**src/sv/lstmc_pkg.sv**
```systemverilog
// Package for the Q15 LSTM cell: operation codes, controller command type,
// the tanh table and the saturation and tanh helpers. No dependencies.
`default_nettype none
package lstmc_pkg;

    localparam int NUM_UNITS_DEF = 16;
    localparam int WADDR_W       = 11;
    localparam int WDEPTH        = 2048;
    localparam int BADDR_W       = 6;
    localparam int BDEPTH        = 64;
    localparam int ACC_W         = 24;

    localparam logic [1:0] OP_WEIGHT = 2'd0;
    localparam logic [1:0] OP_BIAS   = 2'd1;
    localparam logic [1:0] OP_STATE  = 2'd2;
    localparam logic [1:0] OP_INPUT  = 2'd3;

    localparam logic [1:0] GATE_FORGET = 2'd0;
    localparam logic [1:0] GATE_CAND   = 2'd1;
    localparam logic [1:0] GATE_INPUT  = 2'd2;
    localparam logic [1:0] GATE_OUTPUT = 2'd3;

    localparam logic signed [15:0] SIG_OFFSET = 16'sd16384;
    localparam logic signed [15:0] TANH_MAX   = 16'sh7fe9;
    localparam logic [14:0]        TANH_LAST  = 15'd255;

    typedef enum logic [3:0] {
        ST_IDLE, ST_BIAS, ST_MAC, ST_ACT, ST_CELL1, ST_CELL2,
        ST_TANHC, ST_HID, ST_OUT, ST_COMMIT
    } state_t;

    typedef struct packed {
        logic       in_wr;
        logic       bias_rd;
        logic       mac_issue;
        logic       acc_load;
        logic       act_en;
        logic       cell1;
        logic       cell2;
        logic       tanhc;
        logic       hid;
        logic       commit;
        logic [1:0] gate;
        logic [3:0] unit;
        logic [3:0] col;
        logic       msel;
    } cmd_t;

    localparam logic [15:0] TANH_TBL [256] = '{
        16'h0000, 16'h0200, 16'h0400, 16'h05ff, 16'h07fd, 16'h09fb, 16'h0bf7, 16'h0df2,
        16'h0feb, 16'h11e2, 16'h13d7, 16'h15c9, 16'h17b9, 16'h19a6, 16'h1b90, 16'h1d76,
        16'h1f59, 16'h2139, 16'h2314, 16'h24ec, 16'h26bf, 16'h288e, 16'h2a58, 16'h2c1e,
        16'h2ddf, 16'h2f9a, 16'h3151, 16'h3302, 16'h34ae, 16'h3655, 16'h37f6, 16'h3991,
        16'h3b27, 16'h3cb6, 16'h3e40, 16'h3fc4, 16'h4142, 16'h42ba, 16'h442c, 16'h4598,
        16'h46fd, 16'h485d, 16'h49b6, 16'h4b09, 16'h4c56, 16'h4d9d, 16'h4edd, 16'h5018,
        16'h514d, 16'h527b, 16'h53a3, 16'h54c6, 16'h55e2, 16'h56f9, 16'h580a, 16'h5914,
        16'h5a1a, 16'h5b19, 16'h5c13, 16'h5d07, 16'h5df6, 16'h5edf, 16'h5fc4, 16'h60a2,
        16'h617c, 16'h6250, 16'h6320, 16'h63ea, 16'h64b0, 16'h6571, 16'h662d, 16'h66e4,
        16'h6797, 16'h6846, 16'h68f0, 16'h6995, 16'h6a37, 16'h6ad4, 16'h6b6e, 16'h6c03,
        16'h6c95, 16'h6d22, 16'h6dac, 16'h6e33, 16'h6eb5, 16'h6f35, 16'h6fb0, 16'h7029,
        16'h709e, 16'h7110, 16'h717f, 16'h71eb, 16'h7254, 16'h72ba, 16'h731e, 16'h737e,
        16'h73dc, 16'h7437, 16'h7490, 16'h74e6, 16'h753a, 16'h758b, 16'h75da, 16'h7627,
        16'h7672, 16'h76ba, 16'h7701, 16'h7745, 16'h7788, 16'h77c8, 16'h7807, 16'h7844,
        16'h787f, 16'h78b8, 16'h78f0, 16'h7926, 16'h795b, 16'h798e, 16'h79bf, 16'h79ef,
        16'h7a1e, 16'h7a4b, 16'h7a77, 16'h7aa2, 16'h7acb, 16'h7af4, 16'h7b1b, 16'h7b41,
        16'h7b65, 16'h7b89, 16'h7bab, 16'h7bcd, 16'h7bee, 16'h7c0d, 16'h7c2c, 16'h7c49,
        16'h7c66, 16'h7c82, 16'h7c9d, 16'h7cb8, 16'h7cd1, 16'h7cea, 16'h7d02, 16'h7d19,
        16'h7d30, 16'h7d46, 16'h7d5b, 16'h7d70, 16'h7d84, 16'h7d97, 16'h7daa, 16'h7dbc,
        16'h7dce, 16'h7ddf, 16'h7df0, 16'h7e00, 16'h7e0f, 16'h7e1f, 16'h7e2d, 16'h7e3c,
        16'h7e49, 16'h7e57, 16'h7e64, 16'h7e70, 16'h7e7d, 16'h7e88, 16'h7e94, 16'h7e9f,
        16'h7eaa, 16'h7eb4, 16'h7ebf, 16'h7ec8, 16'h7ed2, 16'h7edb, 16'h7ee4, 16'h7eed,
        16'h7ef5, 16'h7efd, 16'h7f05, 16'h7f0d, 16'h7f14, 16'h7f1c, 16'h7f23, 16'h7f29,
        16'h7f30, 16'h7f36, 16'h7f3d, 16'h7f43, 16'h7f48, 16'h7f4e, 16'h7f54, 16'h7f59,
        16'h7f5e, 16'h7f63, 16'h7f68, 16'h7f6c, 16'h7f71, 16'h7f75, 16'h7f7a, 16'h7f7e,
        16'h7f82, 16'h7f86, 16'h7f89, 16'h7f8d, 16'h7f91, 16'h7f94, 16'h7f97, 16'h7f9b,
        16'h7f9e, 16'h7fa1, 16'h7fa4, 16'h7fa6, 16'h7fa9, 16'h7fac, 16'h7fae, 16'h7fb1,
        16'h7fb3, 16'h7fb6, 16'h7fb8, 16'h7fba, 16'h7fbc, 16'h7fbe, 16'h7fc0, 16'h7fc2,
        16'h7fc4, 16'h7fc6, 16'h7fc8, 16'h7fca, 16'h7fcb, 16'h7fcd, 16'h7fce, 16'h7fd0,
        16'h7fd1, 16'h7fd3, 16'h7fd4, 16'h7fd6, 16'h7fd7, 16'h7fd8, 16'h7fd9, 16'h7fdb,
        16'h7fdc, 16'h7fdd, 16'h7fde, 16'h7fdf, 16'h7fe0, 16'h7fe1, 16'h7fe2, 16'h7fe3,
        16'h7fe4, 16'h7fe5, 16'h7fe5, 16'h7fe6, 16'h7fe7, 16'h7fe8, 16'h7fe9, 16'h7fe9
    };

    function automatic logic signed [15:0] sat16(input logic signed [ACC_W-1:0] v);
        logic signed [15:0] r;
        if (v > ACC_W'(32767)) begin
            r = 16'sh7fff;
        end else if (v < -ACC_W'(32768)) begin
            r = 16'sh8000;
        end else begin
            r = v[15:0];
        end
        return r;
    endfunction

    // Odd-symmetric table tanh with linear interpolation between points
    // 512 apart; y0*(512-f)+y1*f is rewritten as y0*512+(y1-y0)*f.
    function automatic logic signed [15:0] tanh_q15(input logic signed [ACC_W-1:0] x);
        logic              neg;
        logic [ACC_W-1:0]  mag;
        logic [7:0]        idx;
        logic signed [16:0] y0;
        logic signed [16:0] d;
        logic signed [26:0] prod;
        logic signed [16:0] y;
        neg  = x[ACC_W-1];
        mag  = neg ? ACC_W'(-x) : ACC_W'(x);
        idx  = mag[16:9];
        y0   = 17'(signed'({1'b0, TANH_TBL[idx]}));
        d    = 17'(signed'({1'b0, TANH_TBL[8'(idx + 8'd1)]})) - y0;
        prod = 27'(d) * 27'(signed'({1'b0, mag[8:0]}));
        if (mag[ACC_W-1:9] >= (ACC_W-9)'(TANH_LAST)) begin
            y = 17'(TANH_MAX);
        end else begin
            y = y0 + 17'(prod >>> 9);
        end
        return neg ? 16'(-y) : y[15:0];
    endfunction

endpackage
`default_nettype wire

```
**src/sv/lstmc_ctrl.sv**
```systemverilog
// Controller of the LSTM cell: sequences gates, products and units of a time
// step and drives the handshakes. Depends on lstmc_pkg.
`default_nettype none
module lstmc_ctrl #(
    parameter int NUM_UNITS = lstmc_pkg::NUM_UNITS_DEF
) (
    input  wire logic            aclk,
    input  wire logic            aresetn,
    input  wire logic            s_valid,
    input  wire logic [1:0]      s_op,
    input  wire logic            s_last,
    output logic                 s_ready,
    output logic                 m_valid,
    input  wire logic            m_ready,
    output logic [3:0]           m_unit_index,
    output logic                 m_final_res,
    output lstmc_pkg::cmd_t      cmd
);
    import lstmc_pkg::*;

    localparam int MCW = $clog2(2 * NUM_UNITS + 2);
    localparam logic [MCW-1:0] MAC_ISSUES = MCW'(2 * NUM_UNITS);
    localparam logic [MCW-1:0] MAC_END    = MCW'(2 * NUM_UNITS + 1);
    localparam logic [3:0]     LAST_UNIT  = 4'(NUM_UNITS - 1);

    state_t         state_reg, state_next;
    logic [1:0]     gate_reg, gate_next;
    logic [3:0]     unit_reg, unit_next;
    logic [MCW-1:0] mac_reg, mac_next;
    logic [MCW-1:0] col_full;

    always_ff @(posedge aclk) begin
        if (!aresetn) begin
            state_reg <= ST_IDLE;
            gate_reg  <= '0;
            unit_reg  <= '0;
            mac_reg   <= '0;
        end else begin
            state_reg <= state_next;
            gate_reg  <= gate_next;
            unit_reg  <= unit_next;
            mac_reg   <= mac_next;
        end
    end

    always_comb begin
        state_next = state_reg;
        gate_next  = gate_reg;
        unit_next  = unit_reg;
        mac_next   = mac_reg;
        case (state_reg)
            ST_IDLE: begin
                if (s_valid && s_op == OP_INPUT && s_last) begin
                    state_next = ST_BIAS;
                    gate_next  = '0;
                    unit_next  = '0;
                end
            end
            ST_BIAS: begin
                state_next = ST_MAC;
                mac_next   = '0;
            end
            ST_MAC: begin
                mac_next = mac_reg + 1'b1;
                if (mac_reg == MAC_END) begin
                    state_next = ST_ACT;
                end
            end
            ST_ACT: begin
                if (gate_reg == GATE_OUTPUT) begin
                    state_next = ST_CELL1;
                end else begin
                    gate_next  = gate_reg + 1'b1;
                    state_next = ST_BIAS;
                end
            end
            ST_CELL1: state_next = ST_CELL2;
            ST_CELL2: state_next = ST_TANHC;
            ST_TANHC: state_next = ST_HID;
            ST_HID:   state_next = ST_OUT;
            ST_OUT: begin
                if (m_ready) begin
                    if (unit_reg == LAST_UNIT) begin
                        state_next = ST_COMMIT;
                    end else begin
                        unit_next  = unit_reg + 1'b1;
                        gate_next  = '0;
                        state_next = ST_BIAS;
                    end
                end
            end
            ST_COMMIT: state_next = ST_IDLE;
            default:   state_next = ST_IDLE;
        endcase
    end

    // The first half of the products uses W and the input vector, the second U and h.
    assign col_full = (mac_reg < MCW'(NUM_UNITS)) ? mac_reg : mac_reg - MCW'(NUM_UNITS);

    always_comb begin
        cmd           = '0;
        cmd.gate      = gate_reg;
        cmd.unit      = unit_reg;
        cmd.col       = col_full[3:0];
        cmd.msel      = mac_reg >= MCW'(NUM_UNITS);
        cmd.in_wr     = state_reg == ST_IDLE && s_valid;
        cmd.bias_rd   = state_reg == ST_BIAS;
        cmd.mac_issue = state_reg == ST_MAC && mac_reg < MAC_ISSUES;
        cmd.acc_load  = state_reg == ST_MAC && mac_reg == '0;
        cmd.act_en    = state_reg == ST_ACT;
        cmd.cell1     = state_reg == ST_CELL1;
        cmd.cell2     = state_reg == ST_CELL2;
        cmd.tanhc     = state_reg == ST_TANHC;
        cmd.hid       = state_reg == ST_HID;
        cmd.commit    = state_reg == ST_COMMIT;
        s_ready       = state_reg == ST_IDLE;
        m_valid       = state_reg == ST_OUT;
        m_unit_index  = unit_reg;
        m_final_res   = unit_reg == LAST_UNIT;
    end
endmodule
`default_nettype wire

```
**config.mk**
```make
export PLATFORM = sky130hd
export DESIGN_NAME = lstmc_ctrl
export DESIGN_NICKNAME = d
export VERILOG_FILES = /design/src/sv/lstmc_pkg.sv /design/src/sv/lstmc_ctrl.sv
export SDC_FILE = /design/constraint.sdc
export NUM_CORES = 1
export LEC_CHECK = 0
export BUFFER_PORTS_ARGS = -buffer_cell sky130_fd_sc_hd__buf_2
export CORE_MARGIN = 3
export CORE_UTILIZATION = 35
export CTS_CLUSTER_DIAMETER = 40
export CTS_CLUSTER_SIZE = 10
export DETAILED_ROUTE_END_ITERATION = 7
export SYNTH_ARGS = -nofsm -noshare
export SYNTH_HDL_FRONTEND = slang
export SYNTH_SLANG_ARGS = --single-unit
```
**constraint.sdc**
```tcl
create_clock -name aclk -period 2.05 [get_ports aclk]
set_input_delay 0.41 -clock aclk [delete_from_list [all_inputs] [get_ports aclk]]
set_output_delay 0.41 -clock aclk [all_outputs]
set_load 0.005 [all_outputs]
```
Yosys cells after proc, flatten, opt, wreduce, memory -nomap -nowiden
Index checks and enable logic that the tools add are counted.
Storage, ports and cells
  flip-flop bits (word level): 16
  input port bits: 7
  output and inout port bits: 28
  word-level logic and storage cells: 59
Operators by class
  add/sub/neg operators: 4
  magnitude comparators: 3
  equality and inequality tests: 18
  muxes and demuxes: 17
  reductions and logical operators: 13
Operators by type and width (count)
  4-bit one-hot mux with 9 select lines: 1
  4-bit 2-to-1 mux: 8
  4-bit by 3-bit == test with 1-bit output, second input constant: 4
  4-bit == test, second input constant: 3
  6-bit one-hot mux with 2 select lines: 1
  4-bit by 2-bit == test with 1-bit output, second input constant: 2
  2-bit 2-to-1 mux: 4
  4-bit one-hot mux with 2 select lines: 1
  6-bit by 1-bit adder with 6-bit output, second input constant: 1
  6-bit == test, second input constant: 1
  6-bit by 5-bit greater-or-equal comparator with 1-bit output, second input constant: 1
  6-bit logical NOT: 1
  6-bit by 5-bit less-than comparator with 1-bit output, second input constant: 1
  6-bit less-than comparator, second input constant: 1
  2-bit inequality test, second input constant: 3
  2-bit one-hot mux with 3 select lines: 1
  1-bit logical AND: 5
  5-bit AND reduction: 1
  4-bit by 1-bit adder with 4-bit output, second input constant: 1
  2-bit == test, second input constant: 2
  4-bit by 1-bit == test with 1-bit output, second input constant: 1
  4-bit logical NOT: 1
  2-bit by 1-bit inequality test with 1-bit output, second input constant: 2
  4-bit AND reduction: 1
  6 further kinds: 7

Logic depth before layout (Yosys ltp)
  depth after elaboration: 5
  gate-level depth with buffers: 6

Least setup slack after synthesis
Ideal clock, no wire load.
  path type: flip-flop to output port
  start: register state_reg[0]
  end: output cmd[20] (netlist bit)
  data arrival time: 1.157 ns
  path slack: 0.483 ns
  stages on the path, launching flop included: 4
  path buffers: 1
  path through: dfxtp_1 buf_4 nor4_1 and2_1
RTL lines
  start: declaration: line lstmc_ctrl.sv:26  | state_t state_reg, state_next;
  start signal: assignment: line lstmc_ctrl.sv:39  | state_reg <= state_next;
  end: declaration: line lstmc_ctrl.sv:17  | output lstmc_pkg::cmd_t cmd

==> impl_metrics.ini <==
[outcome]
status = finished clean

[clocking]
numCtsBuffers = 3
cts_tree = yes
clkLatencyLatePin_ps = 280
ctsLongestPathBuffers = 2
cts-root-buf = clkbuf_4
clkTransAtPathRegs_ps = 90
cts.sinks = 16
htreeDepth = 1

[yosys]
synth_top_family_by_area = simple AND/OR/NAND/NOR gates
netlist.area_leader.share_pct = 29.0
synthXorXnorAreaFrac_pct = 0.794
synthSimpleGateAreaFrac_pct = 33.3
synthCells = 138
syn-num-nets = 150
yosysWarnings = 0
synth_common_cells = dfxtp_1 (16), nand2_1 (11), nor2_1 (10)
synthArstFlopShare_pct = 0
syn_area_um2 = 1100
synth_edf_count = 0
synth.largest_area_cell = dfxtp_1
synth_seq_area_share_pct = 29.0
yosysMostFrequentCell = dfxtp_1
avgSynthCellArea_um2 = 8.00
synth-compound-area-share_pct = 18.4
synthAdderAreaFrac_pct = 5.67
ys.flop_type = dfxtp_1
ys_types = 43
synth_seq_cells = 16
synthMuxAreaShare_pct = 1.81
synth.area.top_cells = dfxtp_1 (29%), buf_4 (6.1%), ha_1 (5.7%)

[critical_path]
cp-start-kind = flop
timing.rr.start = m_unit_index[0]$_SDFFE_PN0P_
critical_path_class = reg2out
crit_path_start = state_reg[0]$_SDFFE_PN0P_
path_max_fanout = 15
cp-endpoint = cmd[17]
r2r-end = gate_reg[1]$_SDFFE_PN0P_
crit_path_end_kind = primary output
r2r_cells = 5
crit_required_ps = 1640
arrival_ps = 1510
reg2reg_slack_ps = 360

[timing]
tightest_slew_ps = 461
slew_headroom_pct = 69.3
fin_skew_ps = 2.41
rsz0062_at_grt = no
hold_viol = 0
fmax_ghz = 0.520
post-route-min-period_ps = 1920
fin_crit_sh_pct = 93.8
hold_ws_ps = 466
drv_slew = 0
setup_viol = 0
tns_ps = 0

[layout]
area.growth.synth_to_final_pct = 18.8
fin_nets = 178
drive_above_1_share_pct = 31.1
final_util_pct = 45.6
num_antenna_cells = 0
largest_reg_flops = 6

[drt]
vias = 1077
postRouteAntennaNets = 0
viasPerCell = 5.23
first_pass_iters = 4
wl_per_cell_um = 12.6
drc = 0
drt_iter0_drc = 32
drt-total-wl_um = 2600

[global_route]
gr-total-overflow = 0
grt_pass1_wl_um = 4710
grt_usage_pct = 14.4
antenna_found_initial = 0
grt_max_degree = 18
grt_pass1_vias = 1047

[power_and_ir_drop]
cellPowerDensity_nw_per_um2 = 708
p_leak_nw = 0.603
max-vdd-ir-drop_mv = 0.369

[placement]
hpwlAfterDp_um = 1910
gp_congestion = 0.752
port_buffers = 34

[die]
core_area_um2 = 2880
die_x_um = 62.2
ios = 35
initial_utilization_pct = 38.4
die_y_um = 62.2
dieArea_um2 = 3860
row_count = 19

[job]
drv_cap = 0

[min_path]
whs_path_depth = 4
min_path_type = in2reg
## cells in the final DEF (no fill, tap or decap), types with 2 or more instances in the layout
master    netlist  layout
a21boi_0        4       4
a21boi_1        2       2
o21ai_0         4       4
nand2_1        11      11
or2_2           2       2
ha_1            5       5
buf_2           3      34
mux2i_1         2       2
buf_4           9       5
dfxtp_1        16      16
and3_1          3       3
nand3b_1        3       3
clkbuf_4        0       3
nand2b_1        3       3
nand4_1         3       3
inv_1           6       6
nand3_1         5       5
nor3_1          6       6
a31oi_1         2       2
a21oi_1         6       6
o21a_1          3       3
nor2_1         10      10
and2_1          2       2
o21ai_1         4       4
nand4b_1        3       3
## metal layers
layer	global-route usage [%]	vias up	wire length, um
met5	0	-	0
met3	4.50	2	126
li1	-	537	-
met2	25.8	20	1300
met4	2.49	0	18
met1	17.0	518	1160
## how the worst min path moves through the flow
stage,startpoint,to,slack (ps)
2_1_floorplan,mac_reg[4]$_SDFFE_PN0P_,mac_reg[4]$_SDFFE_PN0P_,460
3_3_place_gp,gate_reg[1]$_SDFFE_PN0P_,gate_reg[1]$_SDFFE_PN0P_,470
3_5_place_dp,gate_reg[1]$_SDFFE_PN0P_,gate_reg[1]$_SDFFE_PN0P_,490
4_1_cts,m_ready,state_reg[3]$_SDFFE_PN0P_,450
5_1_grt,m_ready,state_reg[3]$_SDFFE_PN0P_,480
6_report,m_ready,state_reg[3]$_SDFFE_PN0P_,470
## cell type report
cell class,count,area [um2]
inverter,6,22.5
multi-input combinational,100,686
fill,311,1570
clock buffer,3,22.5
timing repair buffer,39,208
sequential,16,320
tap,42,52.6
## per-stage QoR
stage	instance area [um2]	cells	worst slack (ps)	power [mW]
after detailed placement	1260	203	334	0.741
final	1310	206	127	0.928
after CTS	1290	206	52.8	0.918
after floorplan	1100	138	483	0.629
after global routing	1310	206	8.03	1.00
after global placement	1260	203	378	0.729
## power breakdown
part | internal [mW] | switching, mW | total, mW
registers | 0.329 | 0.0158 | 0.345
logic | 0.187 | 0.228 | 0.416
clock network | 0.0682 | 0.0993 | 0.168
total | 0.585 | 0.343 | 0.928
## kinds of logic (layout without fill, tap and decap cells)
group | Yosys count | count (layout)
AND/OR/NAND/NOR | 61 | 61
adder cells (fa/ha/maj) | 5 | 5
multiplexers | 2 | 2
flip-flops | 16 | 16
XOR/XNOR | 1 | 1
AO/OA/AOI/OAI | 31 | 31
buffers and inverters | 22 | 48
## worst max-delay path, cell delays in order, from the launching register on
cell     delay, ps
dfxtp_1        320
buf_4          190
nor4b_4        390
and3_1         220
buf_2          110
## timing repair
| item | 4_1_cts | 5_1_grt |
|---|---|---|
| hold buffers | 0 | 0 |
| endpoints found under the setup margin | 1 | 4 |
| pin swaps | 0 | 1 |
| buffers inserted | 0 | 0 |
| gates cloned | 0 | 0 |
| resized for setup | 1 | 3 |
Note: power is estimated with default switching activity, not from simulation.
